==> config.mk <==
export PLATFORM = sky130hd
export DESIGN_NAME = cmg_output_stage
export DESIGN_NICKNAME = d
export VERILOG_FILES = /design/src/circular_motion_generator_top_defines.svh /design/src/cmg_pkg.sv /design/src/cmg_output_stage.sv
export SDC_FILE = /design/constraint.sdc
export NUM_CORES = 2
export LEC_CHECK = 0
export BUFFER_PORTS_ARGS = -buffer_cell sky130_fd_sc_hd__buf_2
export CORE_MARGIN = 2
export CORE_UTILIZATION = 55
export DETAILED_ROUTE_END_ITERATION = 10
export PLACE_DENSITY = 0.74
export SLEW_MARGIN = 15
export SYNTH_ARGS = -nofsm -noshare
export SYNTH_HDL_FRONTEND = slang
export SYNTH_SLANG_ARGS = --single-unit
==> constraint.sdc <==
create_clock -name clock -period 7.9 [get_ports clock]
set_clock_uncertainty 0.05 [all_clocks]
set_input_delay 0.395 -clock clock [delete_from_list [all_inputs] [get_ports clock]]
set_output_delay 0.395 -clock clock [all_outputs]
set_load 0.02 [all_outputs]
==> src/circular_motion_generator_top_defines.svh <==
// ----------------------------------------------------------------------------
// circular motion generator assertion macros
// concurrent assertion wrappers, empty when SYNTHESIS is defined
// ----------------------------------------------------------------------------
`ifndef CIRCULAR_MOTION_GENERATOR_TOP_DEFINES_SVH
`define CIRCULAR_MOTION_GENERATOR_TOP_DEFINES_SVH

`ifndef SYNTHESIS

`define CMG_ASSERT(label, clk, rst, prop) \
   label: assert property (@(posedge clk) disable iff (rst) prop) \
      else $error("cmg assertion failed");

`define CMG_ASSERT_NEXT(label, clk, rst, cond, nxt) \
   `CMG_ASSERT(label, clk, rst, (cond) |=> (nxt))

`else

`define CMG_ASSERT(label, clk, rst, prop)

`define CMG_ASSERT_NEXT(label, clk, rst, cond, nxt)

`endif

`endif

==> src/cmg_pkg.sv <==
// ----------------------------------------------------------------------------
// cmg_pkg
// shared widths, register indexes, constants and the cordic angle table
// ----------------------------------------------------------------------------
package cmg_pkg;

   localparam int PHASE_BITS_DEFAULT   = 32;
   localparam int CORDIC_STEPS_DEFAULT = 16;

   localparam int PHASE32_W  = 32;
   localparam int XY_W       = 33;
   localparam int Z_W        = 32;
   localparam int TRIG_W     = 18;
   localparam int TRIG_SHIFT = 14;
   localparam int RADIUS_W   = 31;
   localparam int COORD_W    = 32;
   localparam int PROD_W     = RADIUS_W + 1 + TRIG_W;
   localparam int PROD_SHIFT = 16;
   localparam int ANGLE_W    = 16;
   localparam int CSR_DATA_W = 32;
   localparam int CSR_INDEX_W = 3;

   localparam int DEG_MULT_W = 6;
   localparam int DEG_SHIFT  = 22;
   localparam logic [DEG_MULT_W-1:0] DEG_MULT = 6'd45;

   localparam logic [XY_W-1:0] CORDIC_GAIN = 33'd652032874;
   localparam logic [XY_W:0] TRIG_ROUND    = 34'd8192;
   localparam logic [PROD_W-1:0] PROD_ROUND = 50'd32768;

   localparam logic [CSR_INDEX_W-1:0] REG_PHASE_STEP = 3'd0;
   localparam logic [CSR_INDEX_W-1:0] REG_RADIUS     = 3'd1;
   localparam logic [CSR_INDEX_W-1:0] REG_CENTER_X   = 3'd2;
   localparam logic [CSR_INDEX_W-1:0] REG_CENTER_Y   = 3'd3;
   localparam logic [CSR_INDEX_W-1:0] REG_CENTER_Z   = 3'd4;

   typedef struct packed {
      logic            valid;
      logic [XY_W-1:0] x;
      logic [XY_W-1:0] y;
      logic [Z_W-1:0]  z;
   } cmg_rot_type;

   // atan(2^-i) as a fraction of a turn scaled by 2^32
   function automatic logic [Z_W-1:0] cmg_atan(input int unsigned step);
      logic [Z_W-1:0] a;
      case (step)
         0:  a = 32'h20000000;
         1:  a = 32'h12E4051E;
         2:  a = 32'h09FB385B;
         3:  a = 32'h051111D4;
         4:  a = 32'h028B0D43;
         5:  a = 32'h0145D7E1;
         6:  a = 32'h00A2F61E;
         7:  a = 32'h00517C55;
         8:  a = 32'h0028BE53;
         9:  a = 32'h00145F2F;
         10: a = 32'h000A2F98;
         11: a = 32'h000517CC;
         12: a = 32'h00028BE6;
         13: a = 32'h000145F3;
         14: a = 32'h0000A2FA;
         15: a = 32'h0000517D;
         16: a = 32'h000028BE;
         17: a = 32'h0000145F;
         18: a = 32'h00000A30;
         19: a = 32'h00000518;
         20: a = 32'h0000028C;
         21: a = 32'h00000146;
         22: a = 32'h000000A3;
         23: a = 32'h00000051;
         default: a = '0;
      endcase
      return a;
   endfunction

endpackage

==> src/cmg_output_stage.sv <==
// ----------------------------------------------------------------------------
// cmg_output_stage
// quadrant fold and rounding, radius scaling, center add with saturation
// ----------------------------------------------------------------------------
module cmg_output_stage import cmg_pkg::*; (
   input  logic                clock,
   input  logic                reset,
   input  cmg_rot_type         rot_in,
   input  logic [1:0]          quad,
   input  logic [RADIUS_W-1:0] radius,
   input  logic [COORD_W-1:0]  center_x,
   input  logic [COORD_W-1:0]  center_y,
   input  logic [COORD_W-1:0]  center_z,
   input  logic [ANGLE_W-1:0]  angle,
   input  logic                rsp_stall,
   output logic                rsp_valid,
   output logic [COORD_W-1:0]  rsp_pos_x,
   output logic [COORD_W-1:0]  rsp_pos_y,
   output logic [COORD_W-1:0]  rsp_pos_z,
   output logic [ANGLE_W-1:0]  rsp_angle_deg
);

   localparam logic [1:0] QUAD_FIRST  = 2'd0;
   localparam logic [1:0] QUAD_SECOND = 2'd1;
   localparam logic [1:0] QUAD_THIRD  = 2'd2;

   localparam logic signed [COORD_W:0] SAT_MAX = 33'sh0_7FFF_FFFF;
   localparam logic signed [COORD_W:0] SAT_MIN = -33'sh0_8000_0000;

   logic                va_ff, vb_ff, rsp_valid_ff, rsp_valid_in;
   logic [XY_W-1:0]     c_sel, s_sel;
   logic [XY_W:0]       c_rnd, s_rnd;
   logic [TRIG_W-1:0]   cos_ff, sin_ff;
   logic [PROD_W-1:0]   prod_x_ff, prod_z_ff, prod_x_in, prod_z_in;
   logic [PROD_W-1:0]   px_rnd, pz_rnd;
   logic [COORD_W+2:0]  sum_x, sum_z;
   logic [COORD_W-1:0]  pos_x_ff, pos_x_in, pos_z_ff, pos_z_in;
   logic [COORD_W-1:0]  pos_y_ff;
   logic [ANGLE_W-1:0]  angle_ff;

   function automatic logic [COORD_W-1:0] sat_coord(input logic [COORD_W+2:0] v);
      logic [COORD_W-1:0] r;
      if ($signed(v) > SAT_MAX) begin
         r = SAT_MAX[COORD_W-1:0];
      end else if ($signed(v) < SAT_MIN) begin
         r = SAT_MIN[COORD_W-1:0];
      end else begin
         r = v[COORD_W-1:0];
      end
      return r;
   endfunction

   // quadrant fold, then round q2.30 to q1.16
   always_comb begin
      case (quad)
         QUAD_FIRST: begin
            c_sel = rot_in.x;
            s_sel = rot_in.y;
         end
         QUAD_SECOND: begin
            c_sel = -rot_in.y;
            s_sel = rot_in.x;
         end
         QUAD_THIRD: begin
            c_sel = -rot_in.x;
            s_sel = -rot_in.y;
         end
         default: begin
            c_sel = rot_in.y;
            s_sel = -rot_in.x;
         end
      endcase
      c_rnd = {c_sel[XY_W-1], c_sel} + TRIG_ROUND;
      s_rnd = {s_sel[XY_W-1], s_sel} + TRIG_ROUND;
   end

   assign prod_x_in = PROD_W'($signed({1'b0, radius}) * $signed(cos_ff));
   assign prod_z_in = PROD_W'($signed({1'b0, radius}) * $signed(sin_ff));

   always_comb begin
      px_rnd   = prod_x_ff + PROD_ROUND;
      pz_rnd   = prod_z_ff + PROD_ROUND;
      sum_x    = (COORD_W+3)'($signed(px_rnd[PROD_W-1:PROD_SHIFT]))
               + (COORD_W+3)'($signed(center_x));
      sum_z    = (COORD_W+3)'($signed(pz_rnd[PROD_W-1:PROD_SHIFT]))
               + (COORD_W+3)'($signed(center_z));
      pos_x_in = sat_coord(sum_x);
      pos_z_in = sat_coord(sum_z);
   end

   assign rsp_valid_in = vb_ff | (rsp_valid_ff & rsp_stall);

   always_ff @(posedge clock) begin
      if (reset) begin
         va_ff        <= 1'b0;
         vb_ff        <= 1'b0;
         rsp_valid_ff <= 1'b0;
      end else begin
         va_ff        <= rot_in.valid;
         vb_ff        <= va_ff;
         rsp_valid_ff <= rsp_valid_in;
      end
   end

   always_ff @(posedge clock) begin
      if (rot_in.valid) begin
         cos_ff <= c_rnd[TRIG_SHIFT+TRIG_W-1:TRIG_SHIFT];
         sin_ff <= s_rnd[TRIG_SHIFT+TRIG_W-1:TRIG_SHIFT];
      end
      if (va_ff) begin
         prod_x_ff <= prod_x_in;
         prod_z_ff <= prod_z_in;
      end
      if (vb_ff) begin
         pos_x_ff <= pos_x_in;
         pos_z_ff <= pos_z_in;
         pos_y_ff <= center_y;
         angle_ff <= angle;
      end
   end

   assign rsp_valid     = rsp_valid_ff;
   assign rsp_pos_x     = pos_x_ff;
   assign rsp_pos_y     = pos_y_ff;
   assign rsp_pos_z     = pos_z_ff;
   assign rsp_angle_deg = angle_ff;

endmodule

==> impl_metrics.py <==
metrics = {
    "run_status": {
        "outcome": "complete, no violations",
    },
    "floorplan": {
        "die_area_sq_mm": 0.09199,
        "die_h_microns": 303.3,
        "io_pins": 360,
        "core-area_sq_mm": 0.08865,
        "start_util": 0.5558,
        "row_count": 109,
        "die_w_microns": 303.3,
    },
    "finish": {
        "fill_cells": 7643,
        "final_layout_size_suffix_gt1_frac": 0.08861,
        "final_common_cell": "inv_1",
        "area_delta_synth_final_pct": 8.657,
        "finish.net_count": 7176,
        "final_cell_mix": "inv_1, fa_1, nand2_1, and2_1, ha_1",
    },
    "cts": {
        "root_buffer": "clkbuf_16",
        "cts.clk_slew.worst_paths_ns": 0.06,
        "cts_buffers": 28,
        "cts-resized-gates": 0,
        "cts_tree": "yes",
        "post_cts_buffers": 0,
        "htree_num_levels": 1,
        "clock_latency_ns": 0.60,
        "numClockSinks": 221,
        "cts_buffer_depth": 3,
    },
    "route": {
        "vias": 37080,
        "vias_per_cell": 5.443,
        "first_iter_violations": 2251,
        "wl_microns": 114400,
        "drt_first_pass_iters": 6,
        "drc": 0,
        "wl_per_cell_microns": 16.79,
        "ant_nets": 0,
    },
    "logic_synthesis": {
        "synth-edff-count": 218,
        "ys.flop_type": "edfxtp_1",
        "synth-seq-area-share": 0.1341,
        "synthCells": 5406,
        "async_reset_ff_frac": 0,
        "synth_area_per_cell_sq_um": 9.114,
        "ys_ff_latch": 221,
        "yosysUniqueCellTypes": 72,
        "synth_nets": 6961,
        "syn-cell-area_sq_mm": 0.04927,
        "yosysWarnings": 0,
    },
    "critical_path": {
        "critPathMaxFanout": 21,
        "r2r_setup_slack_ns": 0.44,
        "ff2ff_path_depth": 24,
        "arrival_ns": 7.76,
        "r2r_end": "prod_z_ff[48]",
        "cp-end-kind": "register",
        "crit_type": "reg2reg",
        "start_kind": "register",
        "r2r_start": "sin_ff[0]",
        "crit_required_ns": 8.20,
        "setup.worst_path.start": "sin_ff[0]",
    },
    "sta": {
        "clock.fmax_ghz": 0.1340,
        "fin_crit_ns": 7.463,
        "fin_crit_sh": 0.9447,
        "setup_ws_ns": 0.4368,
        "grt_setup_unrepaired": "false",
        "max_slew.worst_pin.slew_ns": 1.152,
        "finalSetupViolCount": 0,
        "hold_viol_final": 0,
        "fin_setup_tns_ns": 0,
        "slew_headroom": 0.2322,
        "slew_violations": 0,
    },
    "global_route": {
        "globalRouteMet1Util": 0.3325,
        "grt_pass1_wl_microns": 190900,
        "grt_use_total": 0.2575,
        "grt_pass1_vias": 38990,
        "antenna_found_initial": 7,
        "use_met3": 0.02699,
        "grtUsageMet2": 0.4556,
        "grt-ovfl-total": 0,
        "grt.busiest_layer": "met2",
        "grt_max_degree": 72,
    },
    "place": {
        "place_ws_ns": 0.4885,
        "gp_congestion": 0.9034,
        "dp_hpwl_microns": 90870,
        "portBuffers": 325,
    },
    "min_path": {
        "hold_path.startpoint": "center_z[0]",
        "hold_path_class": "in2reg",
        "min_path_cells": 4,
        "min_to": "rsp_pos_z[0]",
    },
    "run": {
        "maxCapViolations": 0,
    },
}
==> worst max-delay path, stage by stage, from the launching register on <==
cell	delay [ns]
edfxtp_1	0.77
and2_1	0.37
fa_1	0.53
inv_1	0.05
fa_1	0.49
inv_1	0.04
ha_1	0.19
fa_1	0.53
inv_1	0.05
fa_1	0.51
fa_1	0.50
inv_1	0.04
ha_1	0.30
o2111a_1	0.18
a221oi_1	0.08
buf_4	0.17
o221ai_1	0.48
a211oi_1	0.18
buf_4	0.19
a211oi_2	0.48
a31oi_1	0.20
buf_4	0.20
o31a_1	0.33
o21bai_1	0.18
xor2_1	0.09
==> area by class of cell <==
cell class | instances | area (sq um) | area share
Tap cell | 1165 | 1458 | 0.02723
Multi-Input combinational cell | 3780 | 37420 | 0.6990
Clock inverter | 21 | 240.2 | 0.004487
Timing Repair Buffer | 473 | 2863 | 0.05347
Sequential cell | 221 | 6614 | 0.1235
Antenna cell | 5 | 12.51 | 0.0002337
Inverter | 1117 | 4193 | 0.07832
Clock buffer | 31 | 733.2 | 0.01370
==> Yosys cell counts (14+ instances only) <==
library cell / n / area, sq um
a21o_1: 85 / 638.1
a21oi_1: 142 / 710.7
a31oi_1: 32 / 200.2
and2_1: 475 / 2972
and3_1: 28 / 175.2
clkbuf_1: 272 / 1021
edfxtp_1: 218 / 6546
fa_1: 928 / 18580
ha_1: 380 / 4755
inv_1: 1116 / 4189
mux2i_1: 14 / 140.1
nand2_1: 702 / 2635
nand2b_1: 25 / 156.4
nand3_1: 75 / 375.4
nand4_1: 31 / 193.9
nor2_1: 180 / 675.7
nor2b_1: 20 / 125.1
nor3_1: 26 / 130.1
o21a_1: 18 / 135.1
o21ai_0: 132 / 660.6
o21bai_1: 23 / 172.7
o31ai_1: 15 / 112.6
or3_1: 14 / 87.58
xnor2_1: 181 / 1585
xor2_1: 100 / 875.8
==> flip-flops by register name, summed over array words and instances, names as in the netlist <==
name and count:
va_ff 1, rsp_pos_z 32, rsp_pos_x 32, sin_ff 18, cos_ff 18, vb_ff 1
rsp_valid 1, prod_x_ff 35, prod_z_ff 35, rsp_pos_y 32, rsp_angle_deg 16
==> worst max-delay path by stage <==
stage | slack [ns] | end | depth (start not counted)
5_1_grt | 0.05 | prod_x_ff[48] | 23
2_1_floorplan | 1.20 | prod_x_ff[48] | 25
6_report | 0.44 | prod_z_ff[48] | 24
3_3_place_gp | 0.57 | prod_z_ff[48] | 24
3_5_place_dp | 0.49 | prod_z_ff[48] | 24
4_1_cts | 0.49 | prod_x_ff[48] | 23
==> metrics by stage <==
stage	instances	utilization	hold WS (ns)	cell area, sq um
6_report	6813	0.6039	0.2553	53540
5_1_grt	6808	0.6038	0.3166	53520
4_1_cts	6808	0.6036	0.2143	53510
3_5_place_dp	6706	0.5869	0.4357	52030
3_3_place_gp	6706	0.5869	0.4197	52030
2_1_floorplan	5406	-	0.4166	49270
==> kinds of logic (layout without fill, tap and decap cells) <==
logic type / Yosys count / after routing / synth area share
other: 0 / 5 / 0
and+or+nand+nor: 1637 / 1637 / 0.1630
muxes: 16 / 16 / 0.003301
adders and majority gates: 1308 / 1308 / 0.4736
buffers and inverters: 1405 / 1642 / 0.1072
xor gates and xnor gates: 281 / 281 / 0.04995
AOI/OAI and AO/OA: 538 / 538 / 0.06895
DFF: 221 / 221 / 0.1341
==> layer usage <==
metal,share of wire,up-vias
met4,0.030,8
met1,0.40,18740
li1,-,16980
met3,0.061,216
met5,0.00051,-
met2,0.51,1140
==> repair_timing <==
item / CTS / global route
hold buffers: 50 / 0
endpoints found under the setup margin: 0 / 0
endpoints found under the hold margin: 51 / 0
Power is not shown: default switching activity piles up to over one toggle a cycle in this logic, so the estimate is an artifact.
